<file path="src/sv/utv_pkg.sv">
`timescale 1ns / 1ps
`default_nettype none

package utv_pkg;

  localparam int unsigned MAX_LENGTH = 512;

  // Byte counter saturates at MAX_LENGTH + 1
  localparam int unsigned CntW = $clog2(MAX_LENGTH + 2);
  localparam logic [CntW-1:0] CntSat = CntW'(MAX_LENGTH + 1);
  localparam logic [CntW-1:0] CntMax = CntW'(MAX_LENGTH);

  localparam logic [7:0] Lead2Lo   = 8'hC2;
  localparam logic [7:0] Lead2Hi   = 8'hDF;
  localparam logic [7:0] Lead3Lo   = 8'hE0;
  localparam logic [7:0] Lead3Hi   = 8'hEF;
  localparam logic [7:0] Lead4Lo   = 8'hF0;
  localparam logic [7:0] Lead4Hi   = 8'hF4;
  localparam logic [7:0] ContMask  = 8'hC0;
  localparam logic [7:0] ContTag   = 8'h80;
  localparam logic [7:0] AsciiLim  = 8'h80;

  localparam logic [20:0] Min2     = 21'h00080;
  localparam logic [20:0] Min3     = 21'h00800;
  localparam logic [20:0] Min4     = 21'h10000;
  localparam logic [20:0] MaxCode  = 21'h10FFFF;
  localparam logic [20:0] SurroLo  = 21'h0D800;
  localparam logic [20:0] SurroHi  = 21'h0DFFF;

  localparam logic [1:0] Len2 = 2'd1;
  localparam logic [1:0] Len3 = 2'd2;
  localparam logic [1:0] Len4 = 2'd3;

  typedef struct packed {
    logic [1:0]      pending;
    logic [1:0]      seq_len;
    logic [20:0]     acc;
    logic [CntW-1:0] count;
    logic            err;
  } text_state_t;

endpackage

`default_nettype wire

</file>
<file path="src/sv/utv_step.sv">
`timescale 1ns / 1ps
`default_nettype none

module utv_step (
  input  utv_pkg::text_state_t state_i,
  input  logic [7:0]           data_byte_i,
  input  logic                 last_i,
  input  logic                 empty_text_i,
  output utv_pkg::text_state_t state_o,
  output logic                 emit_o,
  output logic                 text_valid_o
);
  import utv_pkg::*;

  text_state_t upd;
  logic [20:0] acc_cont;
  logic        bad;

  assign acc_cont = {state_i.acc[14:0], data_byte_i[5:0]};

  always_comb begin
    bad = 1'b0;
    if (state_i.seq_len == Len2 && acc_cont < Min2) bad = 1'b1;
    if (state_i.seq_len == Len3 && acc_cont < Min3) bad = 1'b1;
    if (state_i.seq_len == Len4 && acc_cont < Min4) bad = 1'b1;
    if (acc_cont > MaxCode) bad = 1'b1;
    if (acc_cont >= SurroLo && acc_cont <= SurroHi) bad = 1'b1;
  end

  always_comb begin
    upd = state_i;
    if (state_i.count < CntSat) begin
      upd.count = state_i.count + CntW'(1);
    end
    if (!state_i.err) begin
      if (state_i.pending == 2'd0) begin
        if (data_byte_i < AsciiLim) begin
          upd.pending = 2'd0;
        end else if (data_byte_i >= Lead2Lo && data_byte_i <= Lead2Hi) begin
          upd.acc     = {16'd0, data_byte_i[4:0]};
          upd.seq_len = Len2;
          upd.pending = Len2;
        end else if (data_byte_i >= Lead3Lo && data_byte_i <= Lead3Hi) begin
          upd.acc     = {17'd0, data_byte_i[3:0]};
          upd.seq_len = Len3;
          upd.pending = Len3;
        end else if (data_byte_i >= Lead4Lo && data_byte_i <= Lead4Hi) begin
          upd.acc     = {18'd0, data_byte_i[2:0]};
          upd.seq_len = Len4;
          upd.pending = Len4;
        end else begin
          upd.err = 1'b1;
        end
      end else if ((data_byte_i & ContMask) != ContTag) begin
        upd.err = 1'b1;
      end else begin
        upd.acc     = acc_cont;
        upd.pending = state_i.pending - 2'd1;
        if (state_i.pending == 2'd1 && bad) upd.err = 1'b1;
      end
    end
  end

  always_comb begin
    state_o      = upd;
    emit_o       = 1'b0;
    text_valid_o = 1'b0;
    if (empty_text_i) begin
      state_o = '0;
      emit_o  = 1'b1;
    end else if (last_i) begin
      state_o      = '0;
      emit_o       = 1'b1;
      text_valid_o = !upd.err && upd.pending == 2'd0 && upd.count <= CntMax;
    end
  end

endmodule

`default_nettype wire

</file>
<file path="src/sv/utf8_text_validator.sv">
`timescale 1ns / 1ps
`default_nettype none

// Strict UTF-8 validator for a text that arrives one byte per item on a
// valid/ready channel. The per-byte decode is a single layer of compares and
// shifts between the text state register and the verdict register, so
// throughput is one byte per clock whenever the output side keeps taking
// verdicts. A verdict (text_valid) appears in the cycle after the item marked
// last, or after an item marked empty_text, which always yields 0. Texts longer
// than MAX_LENGTH bytes, cut-off sequences, bad leads, bad continuations,
// overlong forms, surrogates and values above 10FFFF fail.
module utf8_text_validator (
  input  logic       clk_i,
  input  logic       rst_ni,
  input  logic       in_valid_i,
  output logic       in_ready_o,
  input  logic [7:0] data_byte_i,
  input  logic       last_i,
  input  logic       empty_text_i,
  output logic       out_valid_o,
  input  logic       out_ready_i,
  output logic       text_valid_o
);
  import utv_pkg::*;

  text_state_t state_q, state_d;
  logic        emit;
  logic        verdict;
  logic        out_valid_q, out_valid_d;
  logic        text_valid_q, text_valid_d;
  logic        in_fire;

  utv_step u_step (
    .state_i      (state_q),
    .data_byte_i  (data_byte_i),
    .last_i       (last_i),
    .empty_text_i (empty_text_i),
    .state_o      (state_d),
    .emit_o       (emit),
    .text_valid_o (verdict)
  );

  assign in_ready_o = !out_valid_q || out_ready_i;
  assign in_fire    = in_valid_i && in_ready_o;

  always_comb begin
    out_valid_d  = out_valid_q && !out_ready_i;
    text_valid_d = text_valid_q;
    if (in_fire && emit) begin
      out_valid_d  = 1'b1;
      text_valid_d = verdict;
    end
  end

  always_ff @(posedge clk_i or negedge rst_ni) begin
    if (!rst_ni) begin
      state_q      <= '0;
      out_valid_q  <= 1'b0;
      text_valid_q <= 1'b0;
    end else begin
      out_valid_q  <= out_valid_d;
      text_valid_q <= text_valid_d;
      if (in_fire) state_q <= state_d;
    end
  end

  assign out_valid_o  = out_valid_q;
  assign text_valid_o = text_valid_q;

  a_empty_fails: assert property (@(posedge clk_i) disable iff (!rst_ni)
    in_fire && empty_text_i |=> out_valid_o && !text_valid_o)
    else $error("empty text did not give a failing verdict");

  a_sticky_err: assert property (@(posedge clk_i) disable iff (!rst_ni)
    in_fire && !empty_text_i && last_i && state_q.err |=> out_valid_o && !text_valid_o)
    else $error("error seen but text reported valid");

  a_cleared: assert property (@(posedge clk_i) disable iff (!rst_ni)
    in_fire && (last_i || empty_text_i) |=> state_q.count == '0 && !state_q.err
      && state_q.pending == 2'd0)
    else $error("text state not cleared after verdict");

  a_count_sat: assert property (@(posedge clk_i) disable iff (!rst_ni)
    state_q.count <= CntSat)
    else $error("byte counter past saturation");

endmodule

`default_nettype wire

</file>
<file path="config.mk">
export PLATFORM = sky130hd
export DESIGN_NAME = utf8_text_validator
export DESIGN_NICKNAME = d
export VERILOG_FILES = /design/src/sv/utv_pkg.sv /design/src/sv/utv_step.sv /design/src/sv/utf8_text_validator.sv
export SDC_FILE = /design/constraint.sdc
export NUM_CORES = 1
export LEC_CHECK = 0
export BUFFER_PORTS_ARGS = -buffer_cell sky130_fd_sc_hd__buf_4
export CAP_MARGIN = 0
export CORE_ASPECT_RATIO = 0.6
export CORE_UTILIZATION = 35
export DETAILED_ROUTE_END_ITERATION = 12
export PLACE_DENSITY = 0.58
export SLEW_MARGIN = 20
export SYNTH_ARGS = -nofsm -noshare
export SYNTH_HDL_FRONTEND = slang
export SYNTH_SLANG_ARGS = --single-unit
</file>
<file path="constraint.sdc">
create_clock -name clk_i -period 2.2 [get_ports clk_i]
set_input_delay 0.11 -clock clk_i [delete_from_list [all_inputs] [get_ports clk_i]]
set_output_delay 0.11 -clock clk_i [all_outputs]
set_load 0.03 [all_outputs]
</file>
## Word level (Yosys, flattened, before mapping)

Index checks and enable logic that the tools add are counted.
Widths: inputs -> output; s select.

| cells by class | value |
|---|---|
| $lt $le $gt $ge | 15 |
| divide/modulo/power cells | 0 |
| multiply operators | 0 |
| bitwise operators | 0 |
| equality and inequality tests | 10 |
| $add $sub $neg | 2 |
| shift operators | 0 |
| mux-type cells | 32 |
| reduce and logical (&&, ||, !) cells | 23 |

Operator list:

| operator | number |
|---|---|
| $mux 25 | 4 |
| $mux 36 | 2 |
| $mux 21 | 2 |
| $ge 8x8->1 const B | 3 |
| $le 8x8->1 const B | 3 |
| $mux 23 | 1 |
| $ge 21x16->1 const B | 1 |
| $gt 21x21->1 const B | 1 |
| $le 21x16->1 const B | 1 |
| $lt 21x12->1 const B | 1 |
| $lt 21x17->1 const B | 1 |
| $lt 21x8->1 const B | 1 |
| $mux 1 | 18 |
| $logic_and 1x1->1 | 13 |
| $add 10x1->10 const B | 1 |
| $le 10x10->1 const B | 1 |
| $lt 10x10->1 const B | 1 |
| $mux 10 | 1 |
| $reduce_and 5->1 | 2 |
| $lt 8x8->1 const B | 1 |
| $mux 2 | 4 |
| $ne 3x3->1 const B | 2 |
| $ne 6x6->1 const B | 1 |
| $reduce_bool 5->1 | 1 |
| 10 further kinds | 15 |

| word-level totals | value |
|---|---|
| memories kept | 0 |
| latch bits | 0 |
| ROM bits | 0 |
| output and inout bits | 3 |
| logic and storage cells | 89 |
| RAM bits | 0 |
| flip-flop bits (word level) | 32 |
| bits of input ports | 14 |

## Longest topological paths before layout

Gate-level depths: netlist of the first run.

| logic depth | value |
|---|---|
| depth after elaboration | 17 |
| mapped depth | 8 |
| gate-level depth less buffers | 7 |

## By module

Synthesis of the first run repeated with hierarchy kept, for this count alone.

| unflattened totals | value |
|---|---|
| cells, all modules | 267 |
| area total of the unflattened synthesis | 2688.8 µm² |

By module, submodules not included:

| module | instances | cells each | sequential area each (µm²) | area each (µm²) |
|---|---|---|---|---|
| utf8_text_validator | 1 | 83 | 950.9 | 1577.8 |
| utv_step | 1 | 184 | 0.0 | 1111.1 |

## Least setup slack after synthesis of the first run

Ideal clock, no wire load.

| path | value |
|---|---|
| path type | reg2reg |
| from | reg out_valid_q, in the netlist out_valid_o |
| to | reg state_q[17] (netlist bit) |
| required time | 2117 ps |
| path slack | 71 ps |
| period minus slack after synthesis | 2129 ps |
| path buffers | 1 |
| stages on the path, launching flop included | 7 |
| setup time | 83 ps |
| data arrival time | 2046 ps |
| path through | dfrtp_1 -> nand2b_1 -> clkbuf_1 -> nand3_1 -> nor3_1 -> a22oi_1 -> o21ai_0 |

| between the ends | value |
|---|---|
| cells in the longest elaborated chain, start to end | 4 |

RTL lines:

| element | line | source |
|---|---|---|
| start, declared | utf8_text_validator.sv:29 | `logic out_valid_q, out_valid_d;` |
| start signal, assigned | utf8_text_validator.sv:61 | `out_valid_q <= out_valid_d;` |
| $logic_not 1->1 | utf8_text_validator.sv:43 | `assign in_ready_o = !out_valid_q \|\| out_ready_i;` |
| $logic_or 1x1->1 | utf8_text_validator.sv:43 |  |
| net in_ready_o | utf8_text_validator.sv:16 | `output logic in_ready_o,` |
| $logic_and 1x1->1 | utf8_text_validator.sv:44 | `assign in_fire = in_valid_i && in_ready_o;` |
| $reduce_and 5->1 (no source line) | - |  |
| end signal, assigned | utf8_text_validator.sv:63 | `if (in_fire) state_q <= state_d;` |
| end, declared | utf8_text_validator.sv:26 | `text_state_t state_q, state_d;` |

The timed path passes the listed nets, and every way through them passes these cells.
A chain may end at the register's enable or synchronous reset.

## Worst setup path after layout of the first run

| path | value |
|---|---|
| from | reg state_q[34] (netlist bit) |
| to | reg state_q[12] (netlist bit) |

| between the ends | value |
|---|---|
| cells in the longest elaborated chain, start to end | 5 |
| elaborated cells on any way between the ends | 9 |
| classes of those cells | eq/ne: 3; mux: 4; reduce/logical: 2 |

RTL lines:

| element | line | source |
|---|---|---|
| $logic_not 2->1 * | utv_step.sv:36 | `if (state_i.pending == 2'd0) begin` |
| $mux 21 | utv_step.sv:36 |  |
| $mux 25 | utv_step.sv:35 | `if (!state_i.err) begin` |
| $mux 36 | utv_step.sv:71 | `end else if (last_i) begin` |
| $mux 36 | utv_step.sv:68 | `if (empty_text_i) begin` |

Every way passes the cells marked *; elsewhere a longest branch is shown, timed or not. The select of a mux whose other input is x is not followed.

==> qor.txt, run 1 <==
Status: finished clean
Post-DP HPWL: 4.16 mm
Clk slew on worst S/H paths: 60 ps
Largest net degree at the start of global routing: 33
Synth cell types: 52
CTS Root Cell: clkbuf_8
Reg2reg end: state_q[12]$_DFFE_PN0P_
DRT Wirelength: 5.64 mm
I/O Buffers: 16
Initial antenna violation count: 0
Worst EP required: 2370 ps
Setup violations, final: 0
Syn. warnings: 0
Setup crit end kind: flip-flop
Clk sinks: 32
Synth Area in Simple Gates: 24.1%
Syn-to-layout area delta: 18.9%
Maximum clock path buffer count: 2
Pwr per Cell Area: 535 nW/um2
Min Clock Period, post-route: 2090 ps
Vias in the first global route: 1712
Gpl congestion: 0.929
Main synth FF type: dfrtp_1
H-tree level count: 2
Detailed Route Iter0 Violations: 294
Max cap viols: 0
Synth Area in Compound Gates: 28.1%
Peak Freq: 0.478 GHz
Synthesized area per cell: 8.72 um2
CP delay by family, top: simple AND/OR/NAND/NOR gates
Post-Syn Area: 2040 um2
Post-Synthesis Cells: 234
Setup crit end: state_q[12]$_DFFE_PN0P_
CP Launch Type: flip-flop
Die Y: 61.1 um
Ports: 17
Die width: 101 um
Fraction of layout cells with a size suffix above 1: 17.9%
# DRC: 0
Final Hold Viols: 0
Per-cell routed wire length: 16.5 um
P_leak: 0.997 nW
Xor-xnor portion of the synthesized cell area: 1.72%
Vias/cell: 5.72
FF-to-FF Start: state_q[34]$_DFFE_PN0P_
Post-synthesis async set-or-reset flop share: 100%
Initial Util: 36.5%
Num CTS Buffers: 5
Worst slew pin tran: 522 ps
Syn nets: 252
Antenna cells: 0
Pins Over Slew Limit: 0
Antenna-violating nets left: 0
Part of the cycle the worst path needs: 95.2%
Max stage delay cell, worst path: or3b_1
GRT Util Overall: 20.3%
Worst Path Buf+Inv: 1
Via total after detailed routing: 1956
Worst Path Max Fanout: 6
Reg2reg path depth: 6
Core ar.: 5600 um2
Mux contribution to synthesized area: 0.490%
Post-synthesis adder-cell area fraction: 2.45%
Slack of the worst reg-to-reg path: 110 ps
Tot Pwr: 1.30 mW
FILL cells: 565
Worst EP arrival: 2270 ps
Overflow after GRT: 0
Register area share after synthesis: 39.2%
First-pass GRT wire length: 9.33 mm
Unrepaired setup endpoints after global routing: no
Crit. path cell count: 6
Worst VDD drop: 0.000249 V
Final setup TNS: 0 ps
Relative slew slack: 65.1%
Largest family of logic cells by synthesized area: compound AO/OA/AOI/OAI gates
Rows: 21
Clk Latency, worst-skew pair: 290 ps
CP peak stage delay: 440 ps
Synth Register Bits: 32
Crit-path cells: inv_1 > ha_1 > or3b_1 > o21a_1 > or3_4 > a32o_1
Nets: 279
CTS tree: done
Worst hold-check path type: in2reg
Critical path origin: state_q[34]$_DFFE_PN0P_
Post-synth EDFFs: 0
Die ar.: 6150 um2
Crit Path Category: reg2reg
1st-pass router iterations: 5
Setup Skew: 5.11 ps
==> where the power goes <==
group / total [mW] / switching, mW / internal, mW
clock: 0.470 / 0.215 / 0.255
sequential: 0.614 / 0.0137 / 0.600
combinational: 0.213 / 0.130 / 0.0829
total: 1.30 / 0.359 / 0.938
==> through the flow <==
stage | instances | util (%) | instance area [um2] | hold slack (ps) | setup slack (ps)
6_report | 342 | 43.3 | 2430 | 57.4 | 106
4_1_cts | 342 | 43.3 | 2420 | 54.2 | 46.3
5_1_grt | 342 | 43.3 | 2430 | 64.6 | 11.5
2_1_floorplan | 234 | - | 2040 | -186 | 71.4
3_3_place_gp | 333 | 41.5 | 2320 | 88.7 | 130
3_5_place_dp | 333 | 41.5 | 2320 | 85.5 | 61.0
==> placed cells by master (no fill, tap or decap), types with 5 or more instances in the layout <==
master    netlist  layout
buf_4           0      30
o21ai_0        29      29
clkbuf_8        0       6
a21oi_1         6       6
a31o_2          5       5
nor2_1          8       8
inv_1           9       9
nor3_1          9       9
nand2_1        33      33
dfrtp_1        32      32
a22oi_1         9       9
a32o_1          6       6
==> state kept, by name, indices dropped and copies added, names as in the netlist <==
register,count
state_q,30
out_valid_o,1
text_valid_o,1
==> cell families (layout without fill, tap and decap cells) <==
group	after synthesis	after routing
AOI/OAI and AO/OA	83	83
xor gates and xnor gates	4	4
adders and majority gates	4	4
buffers and inverters	20	48
DFF	32	32
muxes	1	1
and+or+nand+nor	90	90
==> cell type report <==
cell class / instances / area, um2 / area share [%]
clock buffers: 8 / 90.1 / 3.71
inverters: 9 / 33.8 / 1.39
multi-input cells: 182 / 1170 / 48.1
flip-flops and latches: 32 / 801 / 33.0
well taps: 80 / 100 / 4.13
repair buffers: 31 / 235 / 9.70
==> cells in the mapped netlist (2+ instances only) <==
| cell type | n | share of area [%] |
|---|---|---|
| or4_1 | 3 | 1.1 |
| a22oi_1 | 9 | 3.3 |
| o21a_1 | 2 | 0.74 |
| nand3b_1 | 3 | 1.1 |
| o311ai_0 | 3 | 1.3 |
| clkbuf_1 | 8 | 1.5 |
| or4b_1 | 2 | 0.98 |
| a31oi_1 | 3 | 0.92 |
| or3_1 | 3 | 0.92 |
| inv_1 | 9 | 1.7 |
| a21oi_1 | 6 | 1.5 |
| o41ai_1 | 2 | 0.86 |
| dfrtp_1 | 32 | 39 |
| nor4_1 | 4 | 1.2 |
| nor3_1 | 9 | 2.2 |
| and3_1 | 2 | 0.61 |
| a31o_2 | 5 | 2.1 |
| nor2_1 | 8 | 1.5 |
| nor2b_1 | 2 | 0.61 |
| nand2b_1 | 3 | 0.92 |
| o21ai_0 | 29 | 7.1 |
| nand3_1 | 4 | 0.98 |
| and4b_1 | 3 | 1.5 |
| ha_1 | 4 | 2.5 |
| or2_2 | 2 | 0.61 |
| nand4b_1 | 3 | 1.3 |
| a32o_1 | 6 | 2.9 |
| buf_2 | 3 | 0.74 |
| xnor2_1 | 4 | 1.7 |
| nand2_1 | 33 | 6.1 |
| o22ai_1 | 4 | 1.2 |
==> how the worst min path moves through the flow <==
stage                                         end  depth (start not counted)           start  slack (ps)
after floorplan             out_valid_o$_DFF_PN0_                          0          rst_ni        -190
after global placement     state_q[3]$_DFFE_PN0P_                          1          rst_ni          90
after detailed placement   state_q[3]$_DFFE_PN0P_                          1          rst_ni          90
after CTS                   out_valid_o$_DFF_PN0_                          3      in_valid_i          50
after global routing      state_q[11]$_DFFE_PN0P_                          2  data_byte_i[0]          60
final                     state_q[11]$_DFFE_PN0P_                          2  data_byte_i[0]          60
==> routing by layer <==
metal | vias to the layer above | GRT usage [%] | share of wire (%)
met1 | 940 | 34.7 | 57
met5 | - | 0 | 0
met2 | 68 | 22.5 | 35
met3 | 6 | 5.11 | 6.7
met4 | 0 | 6.83 | 1.3
li1 | 942 | - | -
==> what timing repair did <==
action                                 4_1_cts  5_1_grt
endpoints found under the hold margin       32        0
setup buffers                                0        0
hold buffers                                 1        0
resized for setup                            0        1
setup endpoints to repair                    0        6
No activity file was read; power rests on OpenSTA's default activity.
==> inputs of run 2 (changes only) <==
clock period = 2.07 ns   (was 2.2 ns; I/O delays follow)
==> run 2 against run 1 <==
Largest power group unchanged. Non-clock buffer count up 8. Power up 7.3%. Clock-buffer cell count down 2.
==> qor.txt, run 2 (same netlist as run 1, synthesis figures left out) <==
Die ar.: 6150 um2 (unchanged)
Status: finished clean (unchanged)
Via total after detailed routing: 1997 (was 1956)
CP Launch Type: flip-flop (unchanged)
FILL cells: 561 (was 565)
Register Area: 801 um2 (unchanged)
Final Hold Viols: 0 (unchanged)
Worst EP arrival: 2160 ps (was 2270 ps)
Gpl congestion: 0.940 (was 0.929)
Max cap viols: 0 (unchanged)
P_leak: 1.04 nW (was 0.997 nW)
Worst Path Max Fanout: 6 (unchanged)
Leading cell type in the layout, fill and taps excluded: buf_4 (was nand2_1)
DRT Wirelength: 5.65 mm (was 5.64 mm)
Num CTS Buffers: 5 (unchanged)
Rows: 21 (unchanged)
Reg2reg path depth: 7 (was 6)
Setup Skew: 6.89 ps (was 5.11 ps)
Worst VDD drop: 0.000208 V (was 0.000249 V)
Fin cells: 350 (was 342)
PnR worst setup slack: 79.5 ps (was 106 ps)
# DRC: 0 (unchanged)
I/O Buffers: 16 (unchanged)
Antenna-violating nets left: 0 (unchanged)
CTS Root Cell: clkbuf_8 (unchanged)
Area occupied by multi-input gates: 1170 um2 (about the same)
Maximum clock path buffer count: 2 (unchanged)
Clk slew on worst S/H paths: 70 ps (was 60 ps)
First-pass GRT wire length: 9.26 mm (was 9.33 mm)
Pwr per Cell Area: 558 nW/um2 (was 535 nW/um2)
H-tree level count: 2 (unchanged)
Detailed Route Iter0 Violations: 221 (was 294)
Setup violations, final: 0 (unchanged)
Most frequent cells in the layout: 38 x buf_4, 33 x nand2_1, 32 x dfrtp_1 (was 33 x nand2_1, 32 x dfrtp_1, 30 x buf_4)
Clk sinks: 32 (unchanged)
Worst EP required: 2240 ps (was 2370 ps)
Vias in the first global route: 1743 (was 1712)
Largest net degree at the start of global routing: 33 (unchanged)
Fraction of layout cells with a size suffix above 1: 21.9% (was 17.9%)
Hold path cells: 3 (was 2)
Crit Path Category: reg2reg (unchanged)
Initial antenna violation count: 0 (unchanged)
Initial Util: 36.5% (unchanged)
Final setup TNS: 0 ps (unchanged)
Dpl cell area: 2390 um2 (was 2320 um2)
GRT Util Overall: 20.2% (was 20.3%)
Final hold slack: 50.2 ps (was 57.4 ps)
Part of the cycle the worst path needs: 96.2% (was 95.2%)
Max reg flops: 30 (unchanged)
1st-pass router iterations: 5 (unchanged)
Relative slew slack: 66.6% (was 65.1%)
Post-DP HPWL: 4.34 mm (was 4.16 mm)
Min Clock Period, post-route: 1990 ps (was 2090 ps)
Clk Latency, worst-skew pair: 290 ps (about the same)
Post-layout util: 44.6% (was 43.3%)
Per-cell routed wire length: 16.1 um (was 16.5 um)
Worst hold-check path type: in2reg (unchanged)
Tot Pwr: 1.39 mW (was 1.30 mW)
CTS tree: done (unchanged)
Antenna cells: 0 (unchanged)
Syn-to-layout area delta: 22.3% (was 18.9%)
Setup crit end kind: flip-flop (unchanged)
Overflow after GRT: 0 (unchanged)
Peak Freq: 0.502 GHz (was 0.478 GHz)
Unrepaired setup endpoints after global routing: no (unchanged)
Vias/cell: 5.71 (was 5.72)
Die Y: 61.1 um (unchanged)
Nets: 287 (was 279)
Finished Cell Area: 2490 um2 (was 2430 um2)
Pins Over Slew Limit: 0 (unchanged)
Pre-CTS setup slack: 76.1 ps (was 61.0 ps)
Worst slew pin tran: 499 ps (was 522 ps)
Core ar.: 5600 um2 (unchanged)
Ports: 17 (unchanged)
Reg with most FFs: state_q (unchanged)
Setup repair bufs after CTS: 0 (unchanged)
Dpl cells: 341 (was 333)
Die width: 101 um (unchanged)
run 2: cell count changes in the layout (fill, tap and decap cells not counted), sizes merged:
| cell | change |
|---|---|
| clkbuf | -2 |
| clkinv | +2 |
| buf | +8 |
run 2: repair_timing:
action,4_1_cts,5_1_grt
hold buffers,1,0
gates resized for setup,0,2
setup endpoints to repair,0,10
endpoints found under the hold margin,32,0
run 2: final timing paths:
| path | startpoint | endpoint | slack, ps |
|---|---|---|---|
| setup / recovery | state_q[2]$_DFFE_PN0P_ | text_valid_o$_DFFE_PN0P_ | 80 |
| hold / removal | in_valid_i | out_valid_o$_DFF_PN0_ | 50 |
| setup reg to reg | state_q[2]$_DFFE_PN0P_ | text_valid_o$_DFFE_PN0P_ | 80 |
| hold reg to reg | text_valid_o$_DFFE_PN0P_ | text_valid_o$_DFFE_PN0P_ | 530 |
| max in group asynchronous | rst_ni | state_q[11]$_DFFE_PN0P_ | 1460 |
| min in group asynchronous | rst_ni | state_q[2]$_DFFE_PN0P_ | 300 |
run 2: per-layer routing:
layer	share of wire [%]	up-vias	track usage, %
li1	-	963	-
met4	0.58	0	4.97
met1	59	943	35.4
met3	7.9	5	4.09
met2	33	86	22.9
met5	0	-	0
run 2: area by class of cell:
type	instances	area share [%]
Clock buffer	6	3.31
Clock inverter	2	0.401
Inverter	9	1.35
Multi-Input combinational cell	182	47.0
Sequential cell	32	32.1
Tap cell	80	4.01
Timing Repair Buffer	39	11.8
run 2: power by group:
group / internal [mW] / switching [mW] / leakage [nW]
sequential: 0.638 / 0.0134 / 0.442
combinational: 0.0962 / 0.141 / 0.549
clock: 0.265 / 0.238 / 0.0510
run 2: critical path, stage by stage, from the launching register on:
cell and delay [ps]:
dfrtp_1 440, inv_1 80, ha_1 130, or4b_4 470, o21ai_4 150, mux2i_1 100
a41o_1 270, a32o_1 250
